--- config.mk ---
export PLATFORM = sky130hd
export DESIGN_NAME = joystick_event_decoder_top_flat
export DESIGN_NICKNAME = d
export VERILOG_FILES = /design/src/hw/rtl/jed_pkg.sv /design/src/hw/rtl/jed_if.sv /design/src/hw/rtl/jed_cfg_regs.sv /design/src/hw/rtl/jed_core.sv /design/src/hw/rtl/joystick_event_decoder_top.sv /design/src/flat_wrapper.sv
export SDC_FILE = /design/constraint.sdc
export NUM_CORES = 1
export LEC_CHECK = 0
export BUFFER_PORTS_ARGS = -buffer_cell sky130_fd_sc_hd__clkbuf_2
export CAP_MARGIN = 20
export CORE_ASPECT_RATIO = 2
export CORE_UTILIZATION = 38
export DETAILED_ROUTE_END_ITERATION = 8
export SYNTH_ARGS = -nofsm -noshare
export SYNTH_HDL_FRONTEND = slang
export SYNTH_SLANG_ARGS = --single-unit
--- constraint.sdc ---
create_clock -name clk -period 6.3 [get_ports clk]
set_input_delay 0.945 -clock clk [delete_from_list [all_inputs] [get_ports clk]]
set_output_delay 0.945 -clock clk [all_outputs]
set_load 0.01 [all_outputs]
--- src/hw/rtl/jed_pkg.sv ---
// Package for the joystick event decoder: action codes, register indexes,
// and the structs passed between the configuration block, core and top level.
// No dependencies.
package jed_pkg;

    typedef enum logic [2:0] {
        ACT_NONE   = 3'd0,
        ACT_UP     = 3'd1,
        ACT_DOWN   = 3'd2,
        ACT_LEFT   = 3'd3,
        ACT_RIGHT  = 3'd4,
        ACT_SELECT = 3'd5,
        ACT_HOME   = 3'd6
    } action_t;

    localparam int unsigned AddrWidth = 5;
    localparam int unsigned DataWidth = 32;

    localparam logic [2:0] REG_LOW_THRESHOLD  = 3'd0;
    localparam logic [2:0] REG_HIGH_THRESHOLD = 3'd1;
    localparam logic [2:0] REG_POLARITY       = 3'd2;
    localparam logic [2:0] REG_INITIAL_REPEAT = 3'd3;
    localparam logic [2:0] REG_REPEAT         = 3'd4;
    localparam logic [2:0] REG_DEBOUNCE       = 3'd5;
    localparam logic [2:0] REG_LONG_PRESS     = 3'd6;

    typedef struct packed {
        logic [11:0] low_threshold;
        logic [11:0] high_threshold;
        logic [2:0]  polarity_bits;
        logic [15:0] initial_repeat_ms;
        logic [15:0] repeat_ms;
        logic [15:0] debounce_ms;
        logic [15:0] long_press_ms;
    } cfg_t;

    typedef struct packed {
        logic [11:0] axis_x;
        logic [11:0] axis_y;
        logic        switch_level;
        logic [31:0] now_ms;
    } sample_t;

    typedef struct packed {
        action_t action;
        action_t held_direction;
        logic    switch_raw_pressed;
        logic    long_press_held;
    } result_t;

endpackage

--- src/hw/rtl/jed_if.sv ---
// Valid/ready channel interfaces for the joystick event decoder:
// one for input samples and one for results. No dependencies.
interface jed_sample_if;
    logic        valid;
    logic        ready;
    logic [11:0] axis_x;
    logic [11:0] axis_y;
    logic        switch_level;
    logic [31:0] now_ms;

    modport source (output valid, axis_x, axis_y, switch_level, now_ms, input ready);
    modport sink (input valid, axis_x, axis_y, switch_level, now_ms, output ready);
endinterface

interface jed_result_if;
    logic       valid;
    logic       ready;
    logic [2:0] action;
    logic [2:0] held_direction;
    logic       switch_raw_pressed;
    logic       long_press_held;

    modport source (output valid, action, held_direction, switch_raw_pressed,
                    long_press_held, input ready);
    modport sink (input valid, action, held_direction, switch_raw_pressed,
                  long_press_held, output ready);
endinterface

--- src/hw/rtl/jed_cfg_regs.sv ---
// APB configuration registers for the joystick event decoder.
// Depends on jed_pkg.
module jed_cfg_regs (
    input  logic                           clk,
    input  logic                           rst_n,
    input  logic                           psel,
    input  logic                           penable,
    input  logic                           pwrite,
    input  logic [jed_pkg::AddrWidth-1:0]  paddr,
    input  logic [jed_pkg::DataWidth-1:0]  pwdata,
    output logic [jed_pkg::DataWidth-1:0]  prdata,
    output logic                           pready,
    output jed_pkg::cfg_t                  cfg
);

    jed_pkg::cfg_t cfg_reg;
    jed_pkg::cfg_t cfg_next;
    logic [2:0]    reg_index;
    logic          wr_en;

    assign reg_index = paddr[4:2];
    assign wr_en     = psel && penable && pwrite;
    assign pready    = 1'b1;
    assign cfg       = cfg_reg;

    always_comb
    begin
        cfg_next = cfg_reg;
        if (wr_en)
        begin
            unique case (reg_index)
                jed_pkg::REG_LOW_THRESHOLD:  cfg_next.low_threshold     = pwdata[11:0];
                jed_pkg::REG_HIGH_THRESHOLD: cfg_next.high_threshold    = pwdata[11:0];
                jed_pkg::REG_POLARITY:       cfg_next.polarity_bits     = pwdata[2:0];
                jed_pkg::REG_INITIAL_REPEAT: cfg_next.initial_repeat_ms = pwdata[15:0];
                jed_pkg::REG_REPEAT:         cfg_next.repeat_ms         = pwdata[15:0];
                jed_pkg::REG_DEBOUNCE:       cfg_next.debounce_ms       = pwdata[15:0];
                jed_pkg::REG_LONG_PRESS:     cfg_next.long_press_ms     = pwdata[15:0];
                default:                     cfg_next = cfg_reg;
            endcase
        end
    end

    always_comb
    begin
        unique case (reg_index)
            jed_pkg::REG_LOW_THRESHOLD:  prdata = {20'd0, cfg_reg.low_threshold};
            jed_pkg::REG_HIGH_THRESHOLD: prdata = {20'd0, cfg_reg.high_threshold};
            jed_pkg::REG_POLARITY:       prdata = {29'd0, cfg_reg.polarity_bits};
            jed_pkg::REG_INITIAL_REPEAT: prdata = {16'd0, cfg_reg.initial_repeat_ms};
            jed_pkg::REG_REPEAT:         prdata = {16'd0, cfg_reg.repeat_ms};
            jed_pkg::REG_DEBOUNCE:       prdata = {16'd0, cfg_reg.debounce_ms};
            jed_pkg::REG_LONG_PRESS:     prdata = {16'd0, cfg_reg.long_press_ms};
            default:                     prdata = '0;
        endcase
    end

    always_ff @(posedge clk or negedge rst_n)
    begin
        if (!rst_n)
        begin
            cfg_reg.low_threshold     <= 12'd1000;
            cfg_reg.high_threshold    <= 12'd3000;
            cfg_reg.polarity_bits     <= 3'd1;
            cfg_reg.initial_repeat_ms <= 16'd400;
            cfg_reg.repeat_ms         <= 16'd150;
            cfg_reg.debounce_ms       <= 16'd30;
            cfg_reg.long_press_ms     <= 16'd800;
        end
        else
        begin
            cfg_reg <= cfg_next;
        end
    end

endmodule

--- src/hw/rtl/jed_core.sv ---
// Decode core: switch debounce, long press, direction classify and repeat.
// Holds the decoder state; updates it when step is high. Depends on jed_pkg.
module jed_core (
    input  logic             clk,
    input  logic             rst_n,
    input  jed_pkg::cfg_t    cfg,
    input  logic             step,
    input  jed_pkg::sample_t sample,
    output jed_pkg::result_t result
);

    jed_pkg::action_t latched_dir_reg, latched_dir_next;
    logic             armed_reg, armed_next;
    logic [31:0]      deadline_reg, deadline_next;
    logic             pressed_reg, pressed_next;
    logic             lp_done_reg, lp_done_next;
    logic [31:0]      last_change_reg, last_change_next;
    logic [31:0]      press_start_reg, press_start_next;

    logic             raw;
    logic             xl, xh, yl, yh;
    logic             up_hit, down_hit, left_hit, right_hit;
    jed_pkg::action_t dir;
    jed_pkg::action_t sw_act;
    jed_pkg::action_t act;
    logic             changed;
    logic             in_window;
    logic [31:0]      since_change;
    logic [31:0]      since_press;
    logic [31:0]      past_deadline;
    logic             hold_long;

    assign raw = cfg.polarity_bits[2] ? !sample.switch_level : sample.switch_level;

    assign xl = sample.axis_x < cfg.low_threshold;
    assign xh = sample.axis_x > cfg.high_threshold;
    assign yl = sample.axis_y < cfg.low_threshold;
    assign yh = sample.axis_y > cfg.high_threshold;

    assign up_hit    = cfg.polarity_bits[0] ? yl : yh;
    assign down_hit  = cfg.polarity_bits[0] ? yh : yl;
    assign left_hit  = cfg.polarity_bits[1] ? xl : xh;
    assign right_hit = cfg.polarity_bits[1] ? xh : xl;

    always_comb
    begin
        if (up_hit)
            dir = jed_pkg::ACT_UP;
        else if (down_hit)
            dir = jed_pkg::ACT_DOWN;
        else if (left_hit)
            dir = jed_pkg::ACT_LEFT;
        else if (right_hit)
            dir = jed_pkg::ACT_RIGHT;
        else
            dir = jed_pkg::ACT_NONE;
    end

    assign changed       = raw != pressed_reg;
    assign since_change  = sample.now_ms - last_change_reg;
    assign in_window     = since_change < {16'd0, cfg.debounce_ms};
    assign since_press   = sample.now_ms - press_start_reg;
    assign past_deadline = sample.now_ms - deadline_reg;

    always_comb
    begin
        pressed_next     = pressed_reg;
        lp_done_next     = lp_done_reg;
        last_change_next = last_change_reg;
        press_start_next = press_start_reg;
        hold_long        = since_press >= {16'd0, cfg.long_press_ms};
        sw_act           = jed_pkg::ACT_NONE;
        if (!(changed && in_window))
        begin
            if (changed)
            begin
                pressed_next     = raw;
                last_change_next = sample.now_ms;
                if (raw)
                begin
                    press_start_next = sample.now_ms;
                    lp_done_next     = 1'b0;
                    hold_long        = cfg.long_press_ms == 16'd0;
                end
            end
            if (changed && !raw && !lp_done_reg)
                sw_act = jed_pkg::ACT_SELECT;
            else if (pressed_next && !lp_done_next && hold_long)
            begin
                lp_done_next = 1'b1;
                sw_act       = jed_pkg::ACT_HOME;
            end
        end
    end

    always_comb
    begin
        latched_dir_next = latched_dir_reg;
        armed_next       = armed_reg;
        deadline_next    = deadline_reg;
        act              = sw_act;
        if (sw_act == jed_pkg::ACT_NONE)
        begin
            if (dir == jed_pkg::ACT_NONE)
            begin
                latched_dir_next = jed_pkg::ACT_NONE;
                armed_next       = 1'b0;
                deadline_next    = '0;
            end
            else if (dir != latched_dir_reg)
            begin
                latched_dir_next = dir;
                armed_next       = 1'b1;
                deadline_next    = sample.now_ms + {16'd0, cfg.initial_repeat_ms};
                act              = dir;
            end
            else if (armed_reg && !past_deadline[31])
            begin
                deadline_next = sample.now_ms + {16'd0, cfg.repeat_ms};
                act           = dir;
            end
        end
    end

    assign result.action             = act;
    assign result.held_direction     = dir;
    assign result.switch_raw_pressed = raw;
    assign result.long_press_held    = pressed_next && lp_done_next;

    always_ff @(posedge clk or negedge rst_n)
    begin
        if (!rst_n)
        begin
            latched_dir_reg <= jed_pkg::ACT_NONE;
            armed_reg       <= 1'b0;
            deadline_reg    <= '0;
            pressed_reg     <= 1'b0;
            lp_done_reg     <= 1'b0;
            last_change_reg <= '0;
            press_start_reg <= '0;
        end
        else if (step)
        begin
            latched_dir_reg <= latched_dir_next;
            armed_reg       <= armed_next;
            deadline_reg    <= deadline_next;
            pressed_reg     <= pressed_next;
            lp_done_reg     <= lp_done_next;
            last_change_reg <= last_change_next;
            press_start_reg <= press_start_next;
        end
    end

    a_armed_has_dir: assert property (@(posedge clk) disable iff (!rst_n)
        armed_reg |-> latched_dir_reg != jed_pkg::ACT_NONE)
        else $error("repeat armed without a latched direction");

    a_select_releases: assert property (@(posedge clk) disable iff (!rst_n)
        step && act == jed_pkg::ACT_SELECT |=> !pressed_reg && !lp_done_reg)
        else $error("select without a debounced release");

    a_home_once: assert property (@(posedge clk) disable iff (!rst_n)
        step && act == jed_pkg::ACT_HOME |=> pressed_reg && lp_done_reg)
        else $error("home without marking the long press done");

    a_switch_event_holds_dir: assert property (@(posedge clk) disable iff (!rst_n)
        step && (act == jed_pkg::ACT_SELECT || act == jed_pkg::ACT_HOME)
        |=> $stable(latched_dir_reg) && $stable(armed_reg) && $stable(deadline_reg))
        else $error("switch event disturbed the direction state");

endmodule

--- src/hw/rtl/joystick_event_decoder_top.sv ---
// Path: a transferred sample goes to the input register, then to the result register, which
// drives result valid; the core's state updates as an item moves between them.
// Throughput: one sample per cycle while the result side keeps up; the single
// result register lets a new sample enter while an old result waits.
// Reset: rst_n asynchronous active low; clears state, loads register defaults.
module joystick_event_decoder_top (
    input  logic                          clk,
    input  logic                          rst_n,
    jed_sample_if.sink                    sample_ch,
    jed_result_if.source                  result_ch,
    input  logic                          psel,
    input  logic                          penable,
    input  logic                          pwrite,
    input  logic [jed_pkg::AddrWidth-1:0] paddr,
    input  logic [jed_pkg::DataWidth-1:0] pwdata,
    output logic [jed_pkg::DataWidth-1:0] prdata,
    output logic                          pready
);

    jed_pkg::cfg_t    cfg;
    jed_pkg::sample_t in_data_reg;
    logic             in_valid_reg;
    jed_pkg::result_t core_result;
    jed_pkg::result_t out_data_reg;
    logic             out_valid_reg;
    logic             advance;
    logic             take;

    assign advance         = in_valid_reg && (!out_valid_reg || result_ch.ready);
    assign sample_ch.ready = !in_valid_reg || advance;
    assign take            = sample_ch.valid && sample_ch.ready;

    jed_cfg_regs u_cfg (
        .clk     (clk),
        .rst_n   (rst_n),
        .psel    (psel),
        .penable (penable),
        .pwrite  (pwrite),
        .paddr   (paddr),
        .pwdata  (pwdata),
        .prdata  (prdata),
        .pready  (pready),
        .cfg     (cfg)
    );

    jed_core u_core (
        .clk    (clk),
        .rst_n  (rst_n),
        .cfg    (cfg),
        .step   (advance),
        .sample (in_data_reg),
        .result (core_result)
    );

    always_ff @(posedge clk or negedge rst_n)
    begin
        if (!rst_n)
        begin
            in_valid_reg  <= 1'b0;
            out_valid_reg <= 1'b0;
        end
        else
        begin
            if (take)
                in_valid_reg <= 1'b1;
            else if (advance)
                in_valid_reg <= 1'b0;
            if (advance)
                out_valid_reg <= 1'b1;
            else if (result_ch.ready)
                out_valid_reg <= 1'b0;
        end
    end

    always_ff @(posedge clk)
    begin
        if (take)
        begin
            in_data_reg.axis_x       <= sample_ch.axis_x;
            in_data_reg.axis_y       <= sample_ch.axis_y;
            in_data_reg.switch_level <= sample_ch.switch_level;
            in_data_reg.now_ms       <= sample_ch.now_ms;
        end
        if (advance)
            out_data_reg <= core_result;
    end

    assign result_ch.valid              = out_valid_reg;
    assign result_ch.action             = out_data_reg.action;
    assign result_ch.held_direction     = out_data_reg.held_direction;
    assign result_ch.switch_raw_pressed = out_data_reg.switch_raw_pressed;
    assign result_ch.long_press_held    = out_data_reg.long_press_held;

endmodule
--- src/flat_wrapper.sv ---
// flat-port wrapper written by rule: the top's interface ports become plain ports
module joystick_event_decoder_top_flat 
  (clk, rst_n, psel, penable, pwrite, paddr, pwdata, prdata, pready, sample_ch_valid, sample_ch_axis_x, sample_ch_axis_y, sample_ch_switch_level, sample_ch_now_ms, sample_ch_ready, result_ch_valid, result_ch_action, result_ch_held_direction, result_ch_switch_raw_pressed, result_ch_long_press_held, result_ch_ready);
  jed_sample_if sample_ch_i ();
  jed_result_if result_ch_i ();
  input  logic clk;
  input  logic rst_n;
  input  logic psel;
  input  logic penable;
  input  logic pwrite;
  input  logic [jed_pkg::AddrWidth-1:0] paddr;
  input  logic [jed_pkg::DataWidth-1:0] pwdata;
  output logic [jed_pkg::DataWidth-1:0] prdata;
  output logic pready;
  input wire logic [$bits(sample_ch_i.valid)-1:0] sample_ch_valid;
  input wire logic [$bits(sample_ch_i.axis_x)-1:0] sample_ch_axis_x;
  input wire logic [$bits(sample_ch_i.axis_y)-1:0] sample_ch_axis_y;
  input wire logic [$bits(sample_ch_i.switch_level)-1:0] sample_ch_switch_level;
  input wire logic [$bits(sample_ch_i.now_ms)-1:0] sample_ch_now_ms;
  output wire logic [$bits(sample_ch_i.ready)-1:0] sample_ch_ready;
  output wire logic [$bits(result_ch_i.valid)-1:0] result_ch_valid;
  output wire logic [$bits(result_ch_i.action)-1:0] result_ch_action;
  output wire logic [$bits(result_ch_i.held_direction)-1:0] result_ch_held_direction;
  output wire logic [$bits(result_ch_i.switch_raw_pressed)-1:0] result_ch_switch_raw_pressed;
  output wire logic [$bits(result_ch_i.long_press_held)-1:0] result_ch_long_press_held;
  input wire logic [$bits(result_ch_i.ready)-1:0] result_ch_ready;
  assign sample_ch_i.valid = sample_ch_valid;
  assign sample_ch_i.axis_x = sample_ch_axis_x;
  assign sample_ch_i.axis_y = sample_ch_axis_y;
  assign sample_ch_i.switch_level = sample_ch_switch_level;
  assign sample_ch_i.now_ms = sample_ch_now_ms;
  assign sample_ch_ready = sample_ch_i.ready;
  assign result_ch_valid = result_ch_i.valid;
  assign result_ch_action = result_ch_i.action;
  assign result_ch_held_direction = result_ch_i.held_direction;
  assign result_ch_switch_raw_pressed = result_ch_i.switch_raw_pressed;
  assign result_ch_long_press_held = result_ch_i.long_press_held;
  assign result_ch_i.ready = result_ch_ready;
  joystick_event_decoder_top u_core (.clk(clk), .rst_n(rst_n), .sample_ch(sample_ch_i), .result_ch(result_ch_i), .psel(psel), .penable(penable), .pwrite(pwrite), .paddr(paddr), .pwdata(pwdata), .prdata(prdata), .pready(pready));
endmodule
* Word level (Yosys, flattened, before mapping)
Cells that the tools add are included.
** Cells by class
- $add $sub $neg :: 5
- $mul :: 0
- Divide/modulo/power cells :: 0
- Order comparisons :: 6
- Eq/ne operators :: 8
- Shifts and indexed selects :: 0
- Muxes and demuxes :: 40
- Bitwise operators :: 1
- Reduce and logical (&&, ||, !) cells :: 39
** Operators with widths (number)
- $pmux W16 S7 :: 1
- $mux W32 :: 3
- $sub A32 B32 Y32 :: 3
- $add A32 B16 Y32 :: 2
- $mux W3 :: 13
- $ge A32 B16 Y1 :: 1
- $lt A32 B16 Y1 :: 1
- $gt A12 B12 Y1 :: 2
- $lt A12 B12 Y1 :: 2
- $mux W1 :: 23
- $logic_not A16 Y1 :: 1
- $reduce_and A2 Y1 :: 7
- $logic_and A1 B1 Y1 :: 11
- $eq A3 B3 Y1 const B :: 3
- $logic_not A3 Y1 :: 3
- $reduce_and A3 Y1 :: 3
- $logic_not A1 Y1 :: 7
- $eq A3 B2 Y1 const B :: 2
- $reduce_bool A2 Y1 :: 3
- $reduce_and A4 Y1 :: 1
- $eq A3 B1 Y1 const B :: 1
- $ne A3 B3 Y1 :: 1
- $reduce_bool A3 Y1 :: 1
- $logic_or A1 B1 Y1 :: 2
- other kinds (2) :: 2
** Storage, ports and cells
- Flip-flop bits (word level) :: 260
- Bits in latches :: 0
- Memory bits (writable) :: 0
- Bits in read-only memories :: 0
- Input bits :: 101
- Output and inout bits :: 43
- Logic and storage cells :: 123
- Memories kept :: 0

* Longest topological paths before layout
- Word-level depth :: 15
- Depth in mapped cells :: 26
- Depth with buffers taken out :: 24

* Modules after synthesis
A second synthesis with hierarchy kept.
** Unflattened totals
- Cells, all modules :: 1819
- Area total of the unflattened synthesis :: 18524.0 um^2
** By module, submodules not included
- jed_core :: instances 1, cells each 1414, area an instance 12001.5 um^2, seq. area each 2552.4 um^2
- jed_cfg_regs :: instances 1, cells each 332, area an instance 4466.8 um^2, seq. area each 2312.2 um^2
- joystick_event_decoder_top :: instances 1, cells each 73, area an instance 2055.7 um^2, seq. area each 2001.9 um^2

* Worst setup path before layout
Ideal clock, no wire load.
- Kind :: register to register
- From :: reg u_core.u_cfg.cfg_reg (netlist bit u_core.u_cfg.cfg[76])
- To :: reg u_core.u_core.deadline_reg[30]
- Setup time :: 0.121 ns
- Arrival :: 5.671 ns
- Required time :: 6.179 ns
- Setup slack :: 0.507 ns
- Cell stages (with the launch flop) :: 27
- Path buffers :: 2
- Period minus slack after synthesis :: 5.793 ns
- Path through :: dfstp_2 > inv_1 > ha_1 > nand3_1 > nand2_1 > a21o_1 > o311ai_0 > a21boi_0 > o32a_1 > xor2_1 > a221oi_1 > buf_6 > buf_2 > mux2_2 > ha_1 > fa_1 > a21o_1 > a21oi_1 > nor2b_1 > o21ai_0 > a211o_1 > o21ai_0 > a21oi_1 > o21ai_1 > nand4_1 > xor2_1 > o2bb2ai_2
** RTL lines
- start: declaration :: line jed_cfg_regs.sv:16 : jed_pkg::cfg_t cfg_reg;
- start signal: assignment :: line jed_cfg_regs.sv:72 : cfg_reg <= cfg_next;
- end signal: assignment :: line jed_core.sv:146 : deadline_reg <= deadline_next;
- end: declaration :: line jed_core.sv:14 : logic [31:0] deadline_reg, deadline_next;

==> results.txt <==
----------------------------------------------------
[Critical path]
  R2R depth ... 27
  Cell type with the highest occurrence count on the critical path ... sky130_fd_sc_hd__buf_4
  Setup CP Type ... register to register
  CP Buf/Inv Count ... 6
  Arrival time worst endpoint ... 6.55 ns
  Startpoint kind of the worst setup timing path ... register
  Largest fanout of any net on the critical path ... 5
  Crit-path max cell delay ... 0.54 ns
  Cell at the slowest stage of the critical path ... sky130_fd_sc_hd__dfstp_2
  Kind of end point of the critical path ... register
  Req. time, crit path ... 6.76 ns
  Largest delay share family, worst path ... compound AO/OA/AOI/OAI gates
  Critical Path Stages ... 27
  Reg-to-reg slack, setup ... 0.20 ns

[Synth]
  Unique masters post-synth ... 101
  Portion of the post-synthesis area used by sequential elements ... 36.9%
  Synthesis Warnings ... 0
  Number of flops mapped to enable cells by yosys ... 65
  Post-synthesis average cell area ... 9.83 um2
  Commonest register cell after synthesis ... sky130_fd_sc_hd__dfrtp_1
  FF+latch count, synth ... 260
  Fraction of registers with async set or reset after synthesis ... 75.0%
  Post-synthesis instance area ... 0.0186 mm2
  Synthesized instance count ... 1890

[Floorplan]
  Placeable core region ... 0.0484 mm2
  Number of primary I/O pins ... 144
  Height of the die ... 315 um
  Die width ... 158 um
  Total number of placement rows ... 114
  Full die area ... 0.0499 mm2
  Initial standard-cell utilization of the core ... 38.4%

[Cells and area]
  Antenna Cells ... 0
  Utilization after layout ... 44.1%
  Highest-count cells in the layout ignoring fill and taps ... sky130_fd_sc_hd__ha_1, sky130_fd_sc_hd__inv_1, sky130_fd_sc_hd__dfrtp_1
  Proportion of layout cells with a drive suffix above 1 ... 23.1%
  Most common cell after layout, fill and taps aside ... sky130_fd_sc_hd__ha_1
  P&R area growth vs syn ... 14.8%
  Non-filler instance count after layout ... 2721
  Number of flip-flops under the largest register name ... 91
  Layout net count ... 2351
  Post-route cell area ... 0.0213 mm2

[STA]
  Worst path setup slack after routing ... 0.203 ns
  Crit path time final ... 6.10 ns
  Timing-limited maximum frequency ... 164 MHz
  Final number of max-transition violations ... 0
  Clock Skew ... 0.0157 ns
  Setup repair after global routing missed its margin ... yes
  Share of the cycle needed by the critical path after routing ... 96.8%
  Hold violation count in the final report ... 0
  Setup violators final ... 0
  Actual transition at the worst max-transition pin ... 1.08 ns
  Max_slew headroom ... 28.1%

[Clock network]
  Number of sinks handled by clock tree synthesis ... 260
  Number of buffers added by the clock tree synthesis step ... 28
  Library cell used as clock root buffer ... sky130_fd_sc_hd__clkbuf_16
  Clock input transition at the sequential cells of the worst setup and hold paths ... 0.07 ns
  Clock tree from TritonCTS ... done
  Level count of the clock H-tree ... 1
  Bufs on Longest Clock Path ... 3
  Latest clock arrival within the worst-skew pair ... 0.57 ns

[Place]
  Post-detailed-placement cell area ... 0.0203 mm2
  Setup WS pre-CTS ... -0.189 ns
  Routability-driven placement congestion ratio ... 0.927
  Detailed placement HPWL ... 46700 um
  Buffers on Ports ... 108
  Number of cells in the design after placement ... 2666

[Global routing]
  Wire length of the first global-routing pass ... 89800 um
  Maximum number of pins on one net before global-route repair ... 153
  Vias in the first global route ... 16100
  Antenna violations before repair ... 0
  Final global-route overflow total ... 0
  Overall global routing resource usage ... 23.9%

[Drt]
  Count of TritonRoute iterations in the first routing pass ... 5
  Wirelength, routed ... 58800 um
  Detailed-route wire length per cell ... 21.6 um
  Vias/cell ... 5.57
  # DRC ... 0
  Remaining antenna violation count after routing ... 0
  First DRT Iteration DRCs ... 676
  Via count ... 15200

[Power]
  Power per standard cell area ... 472 mW/mm2
  Highest ir drop seen on vdd ... 234 uV
  Pleak ... 9.62 nW
  PnR Total Power ... 10.1 mW

[Min path]
  Hold Crit Class ... input port to asynchronous set/reset pin

[Run]
  Number of max-cap violations ... 0

[Run status]
  Result of the run ... finished clean

----------------------------------------------------
## through the flow
step                TNS [ns]  hold WS [ns]
floorplan                  0         0.450
global placement      -0.250         0.470
detailed placement     -1.47         0.474
CTS                        0         0.295
global route          -0.104         0.314
finish                     0         0.297
## cells in the mapped netlist (all sizes together), types with 7 or more instances
cell / count / area [um2]
dfstp: 28 / 736
o21bai: 10 / 75.1
nand3: 32 / 170
a21o: 41 / 312
nand2: 154 / 583
and3: 14 / 88.8
mux2i: 20 / 200
o221ai: 9 / 85.1
nor2: 78 / 293
a2111oi: 9 / 80.1
nor4: 14 / 87.6
edfxtp: 65 / 1950
o21ai: 128 / 644
nand2b: 21 / 131
a21oi: 119 / 614
nor2b: 13 / 88.8
a211oi: 13 / 103
or3: 15 / 95.1
a211o: 9 / 78.8
nand4: 41 / 257
inv: 174 / 653
and2: 14 / 90.1
a21boi: 10 / 75.1
clkbuf: 35 / 143
o2111ai: 7 / 61.3
dfrtp: 167 / 4180
o2bb2ai: 31 / 397
a22oi: 11 / 82.6
o21a: 18 / 136
buf: 43 / 314
xnor2: 32 / 280
o22ai: 7 / 43.8
ha: 186 / 2330
o211ai: 25 / 198
a31oi: 15 / 93.8
mux2: 131 / 1490
xor2: 36 / 315
nor3: 26 / 141
## cell type report
type | count | area (um2)
Sequential cell | 260 | 6870
Fill cell | 4662 | 27000
Inverter | 174 | 653
Clock buffer | 39 | 878
Tap cell | 638 | 798
Timing Repair Buffer | 205 | 1360
Multi-Input combinational cell | 1392 | 10700
Clock inverter | 13 | 104
## logic make-up (layout without fill, tap and decap cells)
family,after synthesis,in the layout,share of synthesized area [%]
muxes,155,155,9.56
and+or+nand+nor,449,449,12.1
xor gates and xnor gates,68,68,3.20
adders and majority gates,189,189,12.8
DFF,260,260,36.9
AOI/OAI and AO/OA,514,514,19.2
buffers and inverters,253,431,6.15
other,2,17,0.0404
## layer usage
layer / global-route usage (%) / part of all wire [%] / vias to the layer above
li1: - / - / 7230
met1: 21.6 / 33 / 7319
met2: 45.2 / 53 / 408
met3: 2.32 / 3.2 / 212
met4: 22.6 / 11 / 0
met5: 0 / 0 / -
## final timing paths
path / start / endpoint
worst max-delay path: u_core.u_cfg.cfg[78] / u_core.u_core.deadline_reg[15]
worst min-delay path: rst_n / u_core.u_core.latched_dir_reg[1]
worst max register to register: u_core.u_cfg.cfg[78] / u_core.u_core.deadline_reg[15]
worst min register to register: u_core.u_core.lp_done_reg / u_core.u_core.lp_done_reg
max in group asynchronous: rst_n / u_core.u_cfg.cfg[24]
min in group clk: u_core.u_core.lp_done_reg / u_core.u_core.lp_done_reg
## where the power goes
part | switching, mW | internal [mW] | total, mW
Sequential | 0.340 | 2.26 | 2.60
Combinational | 3.23 | 2.49 | 5.73
Clock | 0.735 | 1.02 | 1.75
Total | 4.31 | 5.77 | 10.1
## what timing repair did
item | 4_1_cts | 5_1_grt
hold buffers | 0 | 0
pin swaps | 0 | 4
endpoints found under the setup margin | 16 | 36
resized for setup | 3 | 5
setup buffers | 0 | 2
No activity file was read; power rests on OpenSTA's default activity.
